==> src/hw/rtl/kslp_pkg.sv <==
// Package: payload types, key codes and register indexes for the key scanner.
`timescale 1ns / 1ps

package kslp_pkg;

  localparam int unsigned CfgIdxW  = 2;
  localparam int unsigned CfgDataW = 16;
  localparam int unsigned IntW     = 8;
  localparam int unsigned HoldW    = 16;
  localparam int unsigned KeyW     = 3;
  localparam int unsigned LenW     = 8;

  localparam logic [CfgIdxW-1:0] CFG_SAMPLE_INTERVAL = 2'd0;
  localparam logic [CfgIdxW-1:0] CFG_LONG_PRESS      = 2'd1;

  localparam logic [IntW-1:0]  SampleIntervalRst = 8'd20;
  localparam logic [HoldW-1:0] LongPressRst      = 16'd1000;

  localparam logic [1:0] ACT_TICK = 2'd0;
  localparam logic [1:0] ACT_TAKE = 2'd1;
  localparam logic [1:0] ACT_MENU = 2'd2;

  localparam logic [KeyW-1:0] KEY_NONE = 3'd0;
  localparam logic [KeyW-1:0] KEY_UP   = 3'd1;
  localparam logic [KeyW-1:0] KEY_DOWN = 3'd2;
  localparam logic [KeyW-1:0] KEY_OK   = 3'd3;
  localparam logic [KeyW-1:0] KEY_LONG = 3'd4;

  typedef struct packed {
    logic [1:0]      action;
    logic            up_level;
    logic            down_level;
    logic            ok_level;
    logic [LenW-1:0] menu_length;
  } req_t;

  typedef struct packed {
    logic [KeyW-1:0] key_code;
    logic [LenW-1:0] menu_value;
  } rsp_t;

  typedef struct packed {
    logic                en;
    logic [CfgIdxW-1:0]  idx;
    logic [CfgDataW-1:0] data;
  } cfg_wr_t;

endpackage

==> src/hw/rtl/kslp_if.sv <==
// Interfaces: request, result and register write channels.
`timescale 1ns / 1ps

interface kslp_req_if ();
  logic            valid;
  logic            ready;
  kslp_pkg::req_t  data;
  modport source (output valid, output data, input ready);
  modport sink (input valid, input data, output ready);
endinterface

interface kslp_rsp_if ();
  logic            valid;
  logic            ready;
  kslp_pkg::rsp_t  data;
  modport source (output valid, output data, input ready);
  modport sink (input valid, input data, output ready);
endinterface

interface kslp_cfg_if ();
  logic                              valid;
  logic                              ready;
  logic [kslp_pkg::CfgIdxW-1:0]      index;
  logic [kslp_pkg::CfgDataW-1:0]     data;
  modport source (output valid, output index, output data, input ready);
  modport sink (input valid, input index, input data, output ready);
endinterface

==> src/hw/rtl/key_scan_long_press_menu_cursor.sv <==
// Top level: key scanner with long press, release latch and menu cursor.
// Channels: req_i carries one request per handshake (tick with pin levels,
// take of the latched key, or menu cursor step with the menu length);
// rsp_o returns exactly one result per request, in order; cfg_i writes
// register 0 (sample interval) or 1 (long press threshold), always ready.
// Timing: an accepted request waits in the input register until the result
// register can load; the core then processes it and its result is held
// valid on rsp_o until the receiver takes it.
// Throughput: one request per cycle while rsp_o is not stalled, set by the
// input register feeding the core's state update and the result register.
// Reset: all counters, codes and the latched key clear, the cursor goes to
// 1, and the registers return to interval 20 and threshold 1000.
// Stall: while rsp_o waits, the input register still takes one request;
// further requests wait until the result is taken. Nothing is dropped.
`timescale 1ns / 1ps

module key_scan_long_press_menu_cursor (
  input  logic        clk_i,
  input  logic        rst_ni,
  kslp_req_if.sink    req_i,
  kslp_rsp_if.source  rsp_o,
  kslp_cfg_if.sink    cfg_i
);

  logic              s1_valid;
  kslp_pkg::req_t    s1_data;
  logic              adv;
  kslp_pkg::rsp_t    core_rsp;
  kslp_pkg::cfg_wr_t cfg_wr;
  logic              go;

  assign cfg_i.ready = 1'b1;
  assign cfg_wr.en   = cfg_i.valid;
  assign cfg_wr.idx  = cfg_i.index;
  assign cfg_wr.data = cfg_i.data;

  assign go = s1_valid && adv;

  kslp_in_stage u_in (
    .clk_i   (clk_i),
    .rst_ni  (rst_ni),
    .valid_i (req_i.valid),
    .data_i  (req_i.data),
    .ready_o (req_i.ready),
    .adv_i   (adv),
    .valid_o (s1_valid),
    .data_o  (s1_data)
  );

  kslp_core u_core (
    .clk_i  (clk_i),
    .rst_ni (rst_ni),
    .go_i   (go),
    .req_i  (s1_data),
    .cfg_i  (cfg_wr),
    .rsp_o  (core_rsp)
  );

  kslp_out_reg u_out (
    .clk_i   (clk_i),
    .rst_ni  (rst_ni),
    .valid_i (s1_valid),
    .data_i  (core_rsp),
    .adv_o   (adv),
    .valid_o (rsp_o.valid),
    .data_o  (rsp_o.data),
    .ready_i (rsp_o.ready)
  );

endmodule

==> src/hw/rtl/kslp_in_stage.sv <==
// Input register: holds one request until the core consumes it.
`timescale 1ns / 1ps

module kslp_in_stage (
  input  logic           clk_i,
  input  logic           rst_ni,
  input  logic           valid_i,
  input  kslp_pkg::req_t data_i,
  output logic           ready_o,
  input  logic           adv_i,
  output logic           valid_o,
  output kslp_pkg::req_t data_o
);

  logic           valid_q, valid_d;
  kslp_pkg::req_t data_q;
  logic           take;

  assign ready_o = !valid_q || adv_i;
  assign take    = valid_i && ready_o;
  assign valid_d = take ? 1'b1 : (adv_i ? 1'b0 : valid_q);

  always_ff @(posedge clk_i or negedge rst_ni) begin
    if (!rst_ni) begin
      valid_q <= 1'b0;
    end else begin
      valid_q <= valid_d;
    end
  end

  always_ff @(posedge clk_i) begin
    if (take) begin
      data_q <= data_i;
    end
  end

  assign valid_o = valid_q;
  assign data_o  = data_q;

endmodule

==> src/hw/rtl/kslp_core.sv <==
// Core: hold counter, sample divider, key encoder, release latch and menu cursor.
`timescale 1ns / 1ps

module kslp_core (
  input  logic              clk_i,
  input  logic              rst_ni,
  input  logic              go_i,
  input  kslp_pkg::req_t    req_i,
  input  kslp_pkg::cfg_wr_t cfg_i,
  output kslp_pkg::rsp_t    rsp_o
);

  logic [kslp_pkg::IntW-1:0]  interval_q, interval_d;
  logic [kslp_pkg::HoldW-1:0] long_q, long_d;
  logic [kslp_pkg::IntW-1:0]  div_q, div_d, div_inc;
  logic [kslp_pkg::HoldW-1:0] hold_q, hold_d;
  logic [kslp_pkg::KeyW-1:0]  prior_q, prior_d;
  logic [kslp_pkg::KeyW-1:0]  cur_q, cur_d;
  logic [kslp_pkg::KeyW-1:0]  latch_q, latch_d;
  logic [kslp_pkg::LenW-1:0]  cursor_q, cursor_d;
  logic [kslp_pkg::LenW-1:0]  len;
  logic [kslp_pkg::HoldW-1:0] hold_next;
  logic [kslp_pkg::KeyW-1:0]  code;

  always_comb begin
    interval_d = interval_q;
    long_d     = long_q;
    if (cfg_i.en) begin
      case (cfg_i.idx)
        kslp_pkg::CFG_SAMPLE_INTERVAL: interval_d = cfg_i.data[kslp_pkg::IntW-1:0];
        kslp_pkg::CFG_LONG_PRESS:      long_d = cfg_i.data;
        default: ;
      endcase
    end
  end

  assign len = (req_i.menu_length == '0) ? kslp_pkg::LenW'(1) : req_i.menu_length;

  // hold counter saturates while ok is held
  assign hold_next = req_i.ok_level ? '0 :
                     ((hold_q == '1) ? hold_q : hold_q + kslp_pkg::HoldW'(1));
  assign div_inc   = div_q + kslp_pkg::IntW'(1);

  always_comb begin
    if (!req_i.up_level) begin
      code = kslp_pkg::KEY_UP;
    end else if (!req_i.down_level) begin
      code = kslp_pkg::KEY_DOWN;
    end else if (!req_i.ok_level && (hold_next > long_q)) begin
      code = kslp_pkg::KEY_LONG;
    end else if (!req_i.ok_level) begin
      code = kslp_pkg::KEY_OK;
    end else begin
      code = kslp_pkg::KEY_NONE;
    end
  end

  always_comb begin
    div_d    = div_q;
    hold_d   = hold_q;
    prior_d  = prior_q;
    cur_d    = cur_q;
    latch_d  = latch_q;
    cursor_d = cursor_q;
    rsp_o.key_code   = kslp_pkg::KEY_NONE;
    rsp_o.menu_value = '0;
    if (go_i) begin
      case (req_i.action)
        kslp_pkg::ACT_TICK: begin
          hold_d = hold_next;
          div_d  = div_inc;
          if (div_inc >= interval_q) begin
            div_d   = '0;
            prior_d = cur_q;
            cur_d   = code;
            if ((cur_q != kslp_pkg::KEY_NONE) && (code == kslp_pkg::KEY_NONE)) begin
              latch_d = cur_q;
            end
          end
        end
        kslp_pkg::ACT_TAKE: begin
          rsp_o.key_code = latch_q;
          latch_d        = kslp_pkg::KEY_NONE;
        end
        kslp_pkg::ACT_MENU: begin
          rsp_o.key_code = latch_q;
          latch_d        = kslp_pkg::KEY_NONE;
          case (latch_q)
            kslp_pkg::KEY_UP: begin
              cursor_d = (cursor_q <= kslp_pkg::LenW'(1)) ? len
                                                          : cursor_q - kslp_pkg::LenW'(1);
              rsp_o.menu_value = cursor_d;
            end
            kslp_pkg::KEY_DOWN: begin
              cursor_d = (cursor_q >= len) ? kslp_pkg::LenW'(1)
                                           : cursor_q + kslp_pkg::LenW'(1);
              rsp_o.menu_value = cursor_d;
            end
            kslp_pkg::KEY_OK: begin
              cursor_d = kslp_pkg::LenW'(1);
              rsp_o.menu_value = '0;
            end
            default: begin
              rsp_o.menu_value = cursor_q;
            end
          endcase
        end
        default: ;
      endcase
    end
  end

  always_ff @(posedge clk_i or negedge rst_ni) begin
    if (!rst_ni) begin
      interval_q <= kslp_pkg::SampleIntervalRst;
      long_q     <= kslp_pkg::LongPressRst;
      div_q      <= '0;
      hold_q     <= '0;
      prior_q    <= kslp_pkg::KEY_NONE;
      cur_q      <= kslp_pkg::KEY_NONE;
      latch_q    <= kslp_pkg::KEY_NONE;
      cursor_q   <= kslp_pkg::LenW'(1);
    end else begin
      interval_q <= interval_d;
      long_q     <= long_d;
      div_q      <= div_d;
      hold_q     <= hold_d;
      prior_q    <= prior_d;
      cur_q      <= cur_d;
      latch_q    <= latch_d;
      cursor_q   <= cursor_d;
    end
  end

`ifndef NO_ASSERTIONS
  a_cursor_nonzero: assert property (@(posedge clk_i) disable iff (!rst_ni)
    cursor_q != '0) else $error("cursor left the 1..length range");

  a_latch_code: assert property (@(posedge clk_i) disable iff (!rst_ni)
    latch_q <= kslp_pkg::KEY_LONG) else $error("latched key out of code range");

  a_take_clears: assert property (@(posedge clk_i) disable iff (!rst_ni)
    go_i && ((req_i.action == kslp_pkg::ACT_TAKE) || (req_i.action == kslp_pkg::ACT_MENU))
    |=> latch_q == kslp_pkg::KEY_NONE) else $error("take did not clear latched key");

  a_hold_clear: assert property (@(posedge clk_i) disable iff (!rst_ni)
    go_i && (req_i.action == kslp_pkg::ACT_TICK) && req_i.ok_level |=> hold_q == '0)
    else $error("hold counter not cleared on release");
`endif

endmodule

==> src/hw/rtl/kslp_out_reg.sv <==
// Result register: holds one result until the receiver takes it.
`timescale 1ns / 1ps

module kslp_out_reg (
  input  logic           clk_i,
  input  logic           rst_ni,
  input  logic           valid_i,
  input  kslp_pkg::rsp_t data_i,
  output logic           adv_o,
  output logic           valid_o,
  output kslp_pkg::rsp_t data_o,
  input  logic           ready_i
);

  logic           valid_q, valid_d;
  kslp_pkg::rsp_t data_q;
  logic           load;

  assign adv_o   = !valid_q || ready_i;
  assign load    = valid_i && adv_o;
  assign valid_d = load ? 1'b1 : (ready_i ? 1'b0 : valid_q);

  always_ff @(posedge clk_i or negedge rst_ni) begin
    if (!rst_ni) begin
      valid_q <= 1'b0;
    end else begin
      valid_q <= valid_d;
    end
  end

  always_ff @(posedge clk_i) begin
    if (load) begin
      data_q <= data_i;
    end
  end

  assign valid_o = valid_q;
  assign data_o  = data_q;

endmodule

==> src/flat_wrapper.sv <==
// flat-port wrapper written by rule: the top's interface ports become plain ports
module key_scan_long_press_menu_cursor_flat 
  (clk_i, rst_ni, req_i_valid, req_i_data, req_i_ready, rsp_o_valid, rsp_o_data, rsp_o_ready, cfg_i_valid, cfg_i_index, cfg_i_data, cfg_i_ready);
  kslp_req_if req_i_i ();
  kslp_rsp_if rsp_o_i ();
  kslp_cfg_if cfg_i_i ();
  input  logic clk_i;
  input  logic rst_ni;
  input wire logic [$bits(req_i_i.valid)-1:0] req_i_valid;
  input wire logic [$bits(req_i_i.data)-1:0] req_i_data;
  output wire logic [$bits(req_i_i.ready)-1:0] req_i_ready;
  output wire logic [$bits(rsp_o_i.valid)-1:0] rsp_o_valid;
  output wire logic [$bits(rsp_o_i.data)-1:0] rsp_o_data;
  input wire logic [$bits(rsp_o_i.ready)-1:0] rsp_o_ready;
  input wire logic [$bits(cfg_i_i.valid)-1:0] cfg_i_valid;
  input wire logic [$bits(cfg_i_i.index)-1:0] cfg_i_index;
  input wire logic [$bits(cfg_i_i.data)-1:0] cfg_i_data;
  output wire logic [$bits(cfg_i_i.ready)-1:0] cfg_i_ready;
  assign req_i_i.valid = req_i_valid;
  assign req_i_i.data = req_i_data;
  assign req_i_ready = req_i_i.ready;
  assign rsp_o_valid = rsp_o_i.valid;
  assign rsp_o_data = rsp_o_i.data;
  assign rsp_o_i.ready = rsp_o_ready;
  assign cfg_i_i.valid = cfg_i_valid;
  assign cfg_i_i.index = cfg_i_index;
  assign cfg_i_i.data = cfg_i_data;
  assign cfg_i_ready = cfg_i_i.ready;
  key_scan_long_press_menu_cursor u_core (.clk_i(clk_i), .rst_ni(rst_ni), .req_i(req_i_i), .rsp_o(rsp_o_i), .cfg_i(cfg_i_i));
endmodule
==> config.mk <==
export PLATFORM = sky130hd
export DESIGN_NAME = key_scan_long_press_menu_cursor_flat
export DESIGN_NICKNAME = d
export VERILOG_FILES = /design/src/hw/rtl/kslp_pkg.sv /design/src/hw/rtl/kslp_if.sv /design/src/hw/rtl/key_scan_long_press_menu_cursor.sv /design/src/hw/rtl/kslp_in_stage.sv /design/src/hw/rtl/kslp_core.sv /design/src/hw/rtl/kslp_out_reg.sv /design/src/flat_wrapper.sv
export SDC_FILE = /design/constraint.sdc
export NUM_CORES = 1
export LEC_CHECK = 0
export ABC_AREA = 1
export ABC_CLOCK_PERIOD_IN_PS = 7500
export BUFFER_PORTS_ARGS = -buffer_cell sky130_fd_sc_hd__buf_4
export CAP_MARGIN = 20
export CORE_ASPECT_RATIO = 1.5
export CORE_MARGIN = 3
export CORE_UTILIZATION = 65
export DETAILED_ROUTE_END_ITERATION = 10
export PLACE_DENSITY_LB_ADDON = 0.08
export SYNTH_ARGS = -nofsm -noshare
export SYNTH_HDL_FRONTEND = slang
export SYNTH_SLANG_ARGS = --single-unit
==> constraint.sdc <==
create_clock -name clk_i -period 7.5 [get_ports clk_i]
set_input_delay 1.125 -clock clk_i [delete_from_list [all_inputs] [get_ports clk_i]]
set_output_delay 1.125 -clock clk_i [all_outputs]
set_load 0.005 [all_outputs]
# Word level (Yosys, flattened, before mapping)
# Index checks and enable logic that the tools add are counted.
[classes]
n_addsub = 4
muxes = 19
order_cmp = 4
n_eq_ne = 9
reduce_logical = 25
[op_table]
columns = ["op", "n"]
rows = [
  ["$pmux 8 s3", 2],
  ["$mux 16", 2],
  ["$mux 8", 4],
  ["$add 16x1->16 const B", 1],
  ["$add 8x1->8 const B", 2],
  ["$eq 16x16->1 const B", 1],
  ["$ge 8x8->1", 2],
  ["$gt 16x16->1", 1],
  ["$mux 3", 5],
  ["$le 8x1->1 const B", 1],
  ["$logic_not 8->1", 1],
  ["$sub 8x1->8 const B", 1],
  ["$eq 3x2->1 const B", 2],
  ["$pmux 3 s2", 1],
  ["$reduce_and 2->1", 3],
  ["$reduce_and 3->1", 2],
  ["$reduce_bool 2->1", 3],
  ["$reduce_bool 3->1", 2],
  ["$eq 2x1->1 const B", 2],
  ["$logic_and 1x1->1", 4],
  ["$logic_not 2->1", 2],
  ["$mux 1", 4],
  ["$ne 2x2->1 const B", 2],
  ["$reduce_and 4->1", 1],
  ["other kinds (7)", 10],
]
[word_totals]
register_bits = 88
out_inout_bits = 14
word_cells = 77

# Longest topological paths before layout
[logic_depth]
ltp_word = 13
depth_mapped = 23

# Cells and area by module
# From an unflattened synthesis, not the netlist that was laid out.
[unflattened]
hier_cells = 692
area_unflattened_um2 = 5452.7
[modules_own_cells]
columns = ["mod", "seq_area_each_um2", "area_each_um2", "cells_each", "instances"]
rows = [
  ["kslp_core", 1562.7, 4623.2, 652, 1],
  ["kslp_in_stage", 415.4, 435.4, 19, 1],
  ["kslp_out_reg", 355.3, 375.4, 17, 1],
  ["key_scan_long_press_menu_cursor", 0.0, 18.8, 4, 1],
]

# Worst setup path after synthesis
# No wires, ideal clock.
[synth_path]
path_kind = "reg-to-reg"
start = "reg u_core.u_core.hold_q[0] (netlist name)"
end = "reg u_core.u_core.cur_q[1] (netlist name)"
required_ns = 7.384
arrival_ns = 2.301
stages_incl_launch_ff = 23
slack_ns = 5.083
cell_sequence = "dfrtp_1 -> ha_1 -> nand3_4 -> nor2_4 -> nand3_4 -> buf_6 -> nand2_1 -> o21ai_2 -> and2_1 -> ha_1 -> nand2_1 -> nand2_1 -> nand2_1 -> nand2_1 -> nand2_1 -> nand2_1 -> nand2_1 -> nand2_1 -> nand2_1 -> nand2_1 -> nand2_1 -> nand2_1 -> nand2_1"
[synth_between]
elab_chain_cells = 8
word_cells_on_any_way = 9
classes_between = "add/sub (1); order compare (1); eq/ne (1); mux (5); reduce/logical (1)"
[synth_lines]
columns = ["item", "line", "source"]
rows = [
  ["from (decl)", "kslp_core.sv:16", "logic [kslp_pkg::HoldW-1:0] hold_q, hold_d;"],
  ["from (signal assigned)", "kslp_core.sv:127", "hold_q <= hold_d;"],
  ["$add 16x1->16 or $eq 16x16->1 (tied branches)", "kslp_core.sv:41", "((hold_q == '1) ? hold_q : hold_q + kslp_pkg::HoldW'(1));"],
  ["$mux 16 (*)", "kslp_core.sv:41", ""],
  ["$mux 16 (*)", "kslp_core.sv:40", "assign hold_next = req_i.ok_level ? '0 :"],
  ["via u_core.u_core.hold_next, one bit", "kslp_core.sv:22", "logic [kslp_pkg::HoldW-1:0] hold_next;"],
  ["$gt 16x16->1 (*)", "kslp_core.sv:49", "end else if (!req_i.ok_level && (hold_next > long_q)) begin"],
  ["$logic_and 1x1->1 (*)", "kslp_core.sv:49", ""],
  ["$mux 3 (*)", "kslp_core.sv:49", ""],
  ["$mux 3 (*)", "kslp_core.sv:47", "end else if (!req_i.down_level) begin"],
  ["$mux 3 (*)", "kslp_core.sv:45", "if (!req_i.up_level) begin"],
  ["to (signal assigned)", "kslp_core.sv:120", "cur_q <= kslp_pkg::KEY_NONE;"],
  ["to (signal assigned)", "kslp_core.sv:129", "cur_q <= cur_d;"],
  ["to (decl)", "kslp_core.sv:18", "logic [kslp_pkg::KeyW-1:0] cur_q, cur_d;"],
]
# Mark *: on every way through the listed nets, which the timed path passes. The rest lies on a longest branch.
# A chain may end at the register's enable or synchronous reset.

# Worst setup path after layout
[layout_path]
start = "in rsp_o_ready"
end = "reg u_core.u_core.cur_q[0] (netlist name)"
[layout_between]
elab_chain_cells = 3
[layout_lines]
columns = ["item", "line", "source"]
rows = [
  ["from (decl)", "flat_wrapper.sv:14", "input wire logic [$bits(rsp_o_i.ready)-1:0] rsp_o_ready;"],
  ["$logic_or 1x1->1", "kslp_out_reg.sv:19", "assign adv_o = !valid_q || ready_i;"],
  ["$logic_and 1x1->1", "key_scan_long_press_menu_cursor.sv:37", "assign go = s1_valid && adv;"],
  ["via u_core.go", "key_scan_long_press_menu_cursor.sv:30", "logic go;"],
  ["$reduce_and 3->1 (no line)", "-", ""],
]
# The timed path passes the listed nets, and every way through them passes these cells.

==> impl_metrics.prom <==
# TYPE chip_impl_metric gauge
chip_impl_metric{name="clkTransAtPathRegs",unit="ps"} 60
chip_impl_metric{name="synth-edff-count",unit=""} 24
chip_impl_metric{name="area_delta_synth_final",unit="%"} 13.1
chip_impl_metric{name="gp_routability_congestion",unit=""} 0.911
chip_impl_metric{name="number_of_hold_buffers_added_after_cts",unit=""} 0
chip_impl_metric{name="drt_iter0_markers",unit=""} 219
chip_impl_metric{name="detail_route.first_pass.iterations",unit=""} 5
chip_impl_metric{name="syn-instance-count",unit=""} 700
chip_impl_metric{name="postSynthRegisterBits",unit=""} 88
chip_impl_metric{name="initial_antenna_violation_count",unit=""} 0
chip_impl_metric{name="core_region_area",unit="µm²"} 8110
chip_impl_metric{name="post_cts.repair.setup_buffers",unit=""} 0
chip_impl_metric{name="fin_hold_viols",unit=""} 0
chip_impl_info{name="cp-start-kind",value="input pin"} 1
chip_impl_metric{name="wl_per_cell",unit="µm"} 14.5
chip_impl_metric{name="arrival",unit="ps"} 3460
chip_impl_metric{name="final_min_period_over_clock_period",unit=""} 0.433
chip_impl_metric{name="finalMaxSlewViolations",unit=""} 0
chip_impl_info{name="tritoncts_clock_tree",value="built"} 1
chip_impl_metric{name="max-vdd-ir-drop",unit="mV"} 0.209
chip_impl_metric{name="post_syn_area",unit="µm²"} 5490
chip_impl_info{name="layout.cells.most_common",value="sky130_fd_sc_hd__nand2_1"} 1
chip_impl_metric{name="timing.setup.tns",unit="ps"} 0
chip_impl_metric{name="ys_async_sr_fraction",unit=""} 0.727
chip_impl_metric{name="routed_via_density",unit=""} 5.46
chip_impl_metric{name="pin_count_of_the_biggest_net_entering_global_routing",unit=""} 65
chip_impl_metric{name="port_buffers",unit=""} 48
chip_impl_metric{name="final_design_area_excluding_fillers",unit="µm²"} 6210
chip_impl_metric{name="max_cap_violations",unit=""} 0
chip_impl_metric{name="filler_cell_count",unit=""} 618
chip_impl_metric{name="floorplan.die.height",unit="µm"} 119
chip_impl_metric{name="initial_cell_density_of_the_core",unit=""} 0.677
chip_impl_metric{name="boundaryPins",unit=""} 50
chip_impl_metric{name="worstMarginPinSlew",unit="ps"} 859
chip_impl_info{name="endpoint_kind",value="flop"} 1
chip_impl_metric{name="setup-violations-final",unit=""} 0
chip_impl_metric{name="synth_nets",unit=""} 776
chip_impl_metric{name="synth_sequential_area_ratio",unit=""} 0.425
chip_impl_metric{name="critical_path_required",unit="ps"} 7710
chip_impl_metric{name="tritoncts.num_buffers",unit=""} 9
chip_impl_metric{name="fmax",unit="GHz"} 0.308
chip_impl_info{name="yosys_most_used_dff",value="sky130_fd_sc_hd__dfrtp_1"} 1
chip_impl_metric{name="die_area",unit="µm²"} 9610
chip_impl_metric{name="syn_area_per_cell",unit="µm²"} 7.84
chip_impl_metric{name="yosys.cell_types.count",unit=""} 40
chip_impl_metric{name="cts_max_level",unit=""} 3
chip_impl_metric{name="cts_buffer_depth",unit=""} 2
chip_impl_metric{name="drtAntennaViolNets",unit=""} 0
chip_impl_metric{name="routed_wirelength",unit="µm"} 12400
chip_impl_metric{name="post-dp-hpwl",unit="µm"} 9170
chip_impl_metric{name="routed-via-count",unit=""} 4658
chip_impl_metric{name="grt_pass1_vias",unit=""} 4705
chip_impl_info{name="clockRootBuffer",value="sky130_fd_sc_hd__clkbuf_16"} 1
chip_impl_metric{name="final_critical_path_required_period",unit="ps"} 3250
chip_impl_info{name="worst_hold_path_type",value="flop to flop"} 1
chip_impl_metric{name="fp-row-count",unit=""} 40
chip_impl_metric{name="clock_skew",unit="ps"} 6.84
chip_impl_info{name="rsz0062_at_grt",value="no"} 1
chip_impl_metric{name="antenna_cells_inserted",unit=""} 0
chip_impl_metric{name="final_nets",unit=""} 819
chip_impl_metric{name="timing.max_slew.rel_slack",unit=""} 0.427
chip_impl_metric{name="chipWidth",unit="µm"} 81.0
chip_impl_metric{name="power.leakage",unit="µW"} 0.00313
chip_impl_metric{name="number_of_cells_upsized_or_downsized_after_cts",unit=""} 0
chip_impl_metric{name="placed_area",unit="µm²"} 5880
chip_impl_metric{name="yosysWarnings",unit=""} 0
chip_impl_metric{name="first_pass_grt_wire_length",unit="µm"} 21000
chip_impl_info{name="setup.worst_path.class",value="input pin to flop"} 1
chip_impl_metric{name="global_route.overflow_total",unit=""} 0
chip_impl_metric{name="worstSkewPairLatency",unit="ps"} 330
chip_impl_metric{name="cts.sinks",unit=""} 88
chip_impl_info{name="layout.cells.most_common_list",value="sky130_fd_sc_hd__nand2_1 (173), sky130_fd_sc_hd__inv_1 (101), sky130_fd_sc_hd__nor2_1 (71)"} 1
chip_impl_metric{name="path_max_fanout",unit=""} 32
chip_impl_metric{name="drive_gt1_frac",unit=""} 0.134
chip_impl_metric{name="power-per-cell-area",unit="nW/µm²"} 301
chip_impl_metric{name="grt_use_total",unit=""} 0.278
chip_impl_info{name="outcome",value="finished clean"} 1
chip_impl_metric{name="drc_violations_left",unit=""} 0
==> flip-flops by register name (all words and copies together), names as in the netlist <==
| register | flops |
|---|---|
| u_core.u_core.div_q | 8 |
| u_core.u_in.data_o | 13 |
| u_core.u_out.data_o | 11 |
| u_core.u_core.latch_q | 3 |
| u_core.u_in.valid_o | 1 |
| u_core.u_core.cur_q | 3 |
| u_core.u_core.long_q | 16 |
| u_core.u_out.valid_o | 1 |
| u_core.u_core.interval_q | 8 |
| u_core.u_core.hold_q | 16 |
| u_core.u_core.cursor_q | 8 |
==> cell usage after synthesis (2+ instances only) <==
cell type                  count  area share
sky130_fd_sc_hd__a21oi_1      30       0.027
sky130_fd_sc_hd__a21oi_2       2      0.0032
sky130_fd_sc_hd__a31oi_1       2      0.0023
sky130_fd_sc_hd__a31oi_2       2      0.0046
sky130_fd_sc_hd__and2_1        3      0.0034
sky130_fd_sc_hd__buf_2         7      0.0064
sky130_fd_sc_hd__buf_6         3      0.0062
sky130_fd_sc_hd__clkbuf_1      6      0.0041
sky130_fd_sc_hd__dfrtp_1      55        0.25
sky130_fd_sc_hd__dfstp_2       9       0.043
sky130_fd_sc_hd__edfxtp_1     24        0.13
sky130_fd_sc_hd__ha_1         40       0.091
sky130_fd_sc_hd__inv_1       101       0.069
sky130_fd_sc_hd__inv_2         4      0.0027
sky130_fd_sc_hd__nand2_1     173        0.12
sky130_fd_sc_hd__nand2_2       4      0.0046
sky130_fd_sc_hd__nand3_1      36       0.033
sky130_fd_sc_hd__nand3_4       2      0.0064
sky130_fd_sc_hd__nand3b_1      2      0.0027
sky130_fd_sc_hd__nand4_1       7      0.0080
sky130_fd_sc_hd__nor2_1       71       0.049
sky130_fd_sc_hd__nor2_2        3      0.0034
sky130_fd_sc_hd__nor2_4        4      0.0082
sky130_fd_sc_hd__nor3_1       10      0.0091
sky130_fd_sc_hd__o211ai_1      2      0.0027
sky130_fd_sc_hd__o21a_1        4      0.0055
sky130_fd_sc_hd__o21ai_0      53       0.048
sky130_fd_sc_hd__o21ai_1       9      0.0082
sky130_fd_sc_hd__o21ai_2       2      0.0032
sky130_fd_sc_hd__o22ai_1       2      0.0023
sky130_fd_sc_hd__or2_2         3      0.0034
sky130_fd_sc_hd__xor2_1       17       0.027
==> worst paths after layout <==
check,start,endpoint,slack (ps),depth (start not counted)
max in group asynchronous,rst_ni,u_core.u_core.long_q[10],6070,1
hold / removal,u_core.u_core.long_q[9],u_core.u_core.long_q[9],480,2
hold reg to reg,u_core.u_core.long_q[9],u_core.u_core.long_q[9],480,2
min in group asynchronous,rst_ni,u_core.u_core.cursor_q[5],880,1
setup / recovery,rsp_o_ready,u_core.u_core.cur_q[0],4250,10
setup reg to reg,u_core.u_core.hold_q[0],u_core.u_core.cur_q[0],4580,15
==> cell families after synthesis <==
kind of cell | share of synthesized area
buf+inv | 0.0905
xor+xnor | 0.0287
fa+ha+maj | 0.0912
other cells | 0.000683
simple gates | 0.255
flops | 0.425
compound gates | 0.109
==> layout make-up <==
cell class | count | area, µm² | share of cell area
flip-flops and latches | 88 | 2330 | 0.376
multi-input cells | 489 | 2660 | 0.428
well taps | 105 | 131 | 0.0212
clock buffers | 11 | 233 | 0.0375
inverters | 106 | 398 | 0.0641
repair buffers | 49 | 372 | 0.0599
clock inverters | 5 | 81.3 | 0.0131
==> per-stage QoR <==
stage          hold WS (ps)  power (µW)  utilization  std cells  setup WS [ps]
2_1_floorplan           453        1200            -        700           5080
3_3_place_gp            468        1360        0.725        836           4120
3_5_place_dp            474        1390        0.725        836           3940
4_1_cts                 486        1870        0.764        852           4290
5_1_grt                 510        2010        0.766        853           3980
6_report                484        1870        0.766        853           4250
==> layer usage <==
metal	wire, µm	vias up	global-route usage
met3	412	22	0.0396
met4	284	0	0.0941
met1	4700	2211	0.298
li1	-	2330	-
met5	0	-	0
met2	6980	95	0.531
==> power by group <==
part           switching [µW]  internal [µW]  total [µW]
Combinational             424            256         681
Clock                     178            292         469
Sequential                112            609         721
Total                     714           1160        1870
==> critical path, cell delays in order <==
cell and delay (ps):
sky130_fd_sc_hd__buf_4 80, sky130_fd_sc_hd__inv_1 40, sky130_fd_sc_hd__nand2_1 70, sky130_fd_sc_hd__nand2_1 130, sky130_fd_sc_hd__inv_1 370, sky130_fd_sc_hd__nand2_2 330
sky130_fd_sc_hd__inv_1 730, sky130_fd_sc_hd__nand2_1 260, sky130_fd_sc_hd__nor2_1 210, sky130_fd_sc_hd__a21oi_1 110
Power figures use the tool's default switching activity.
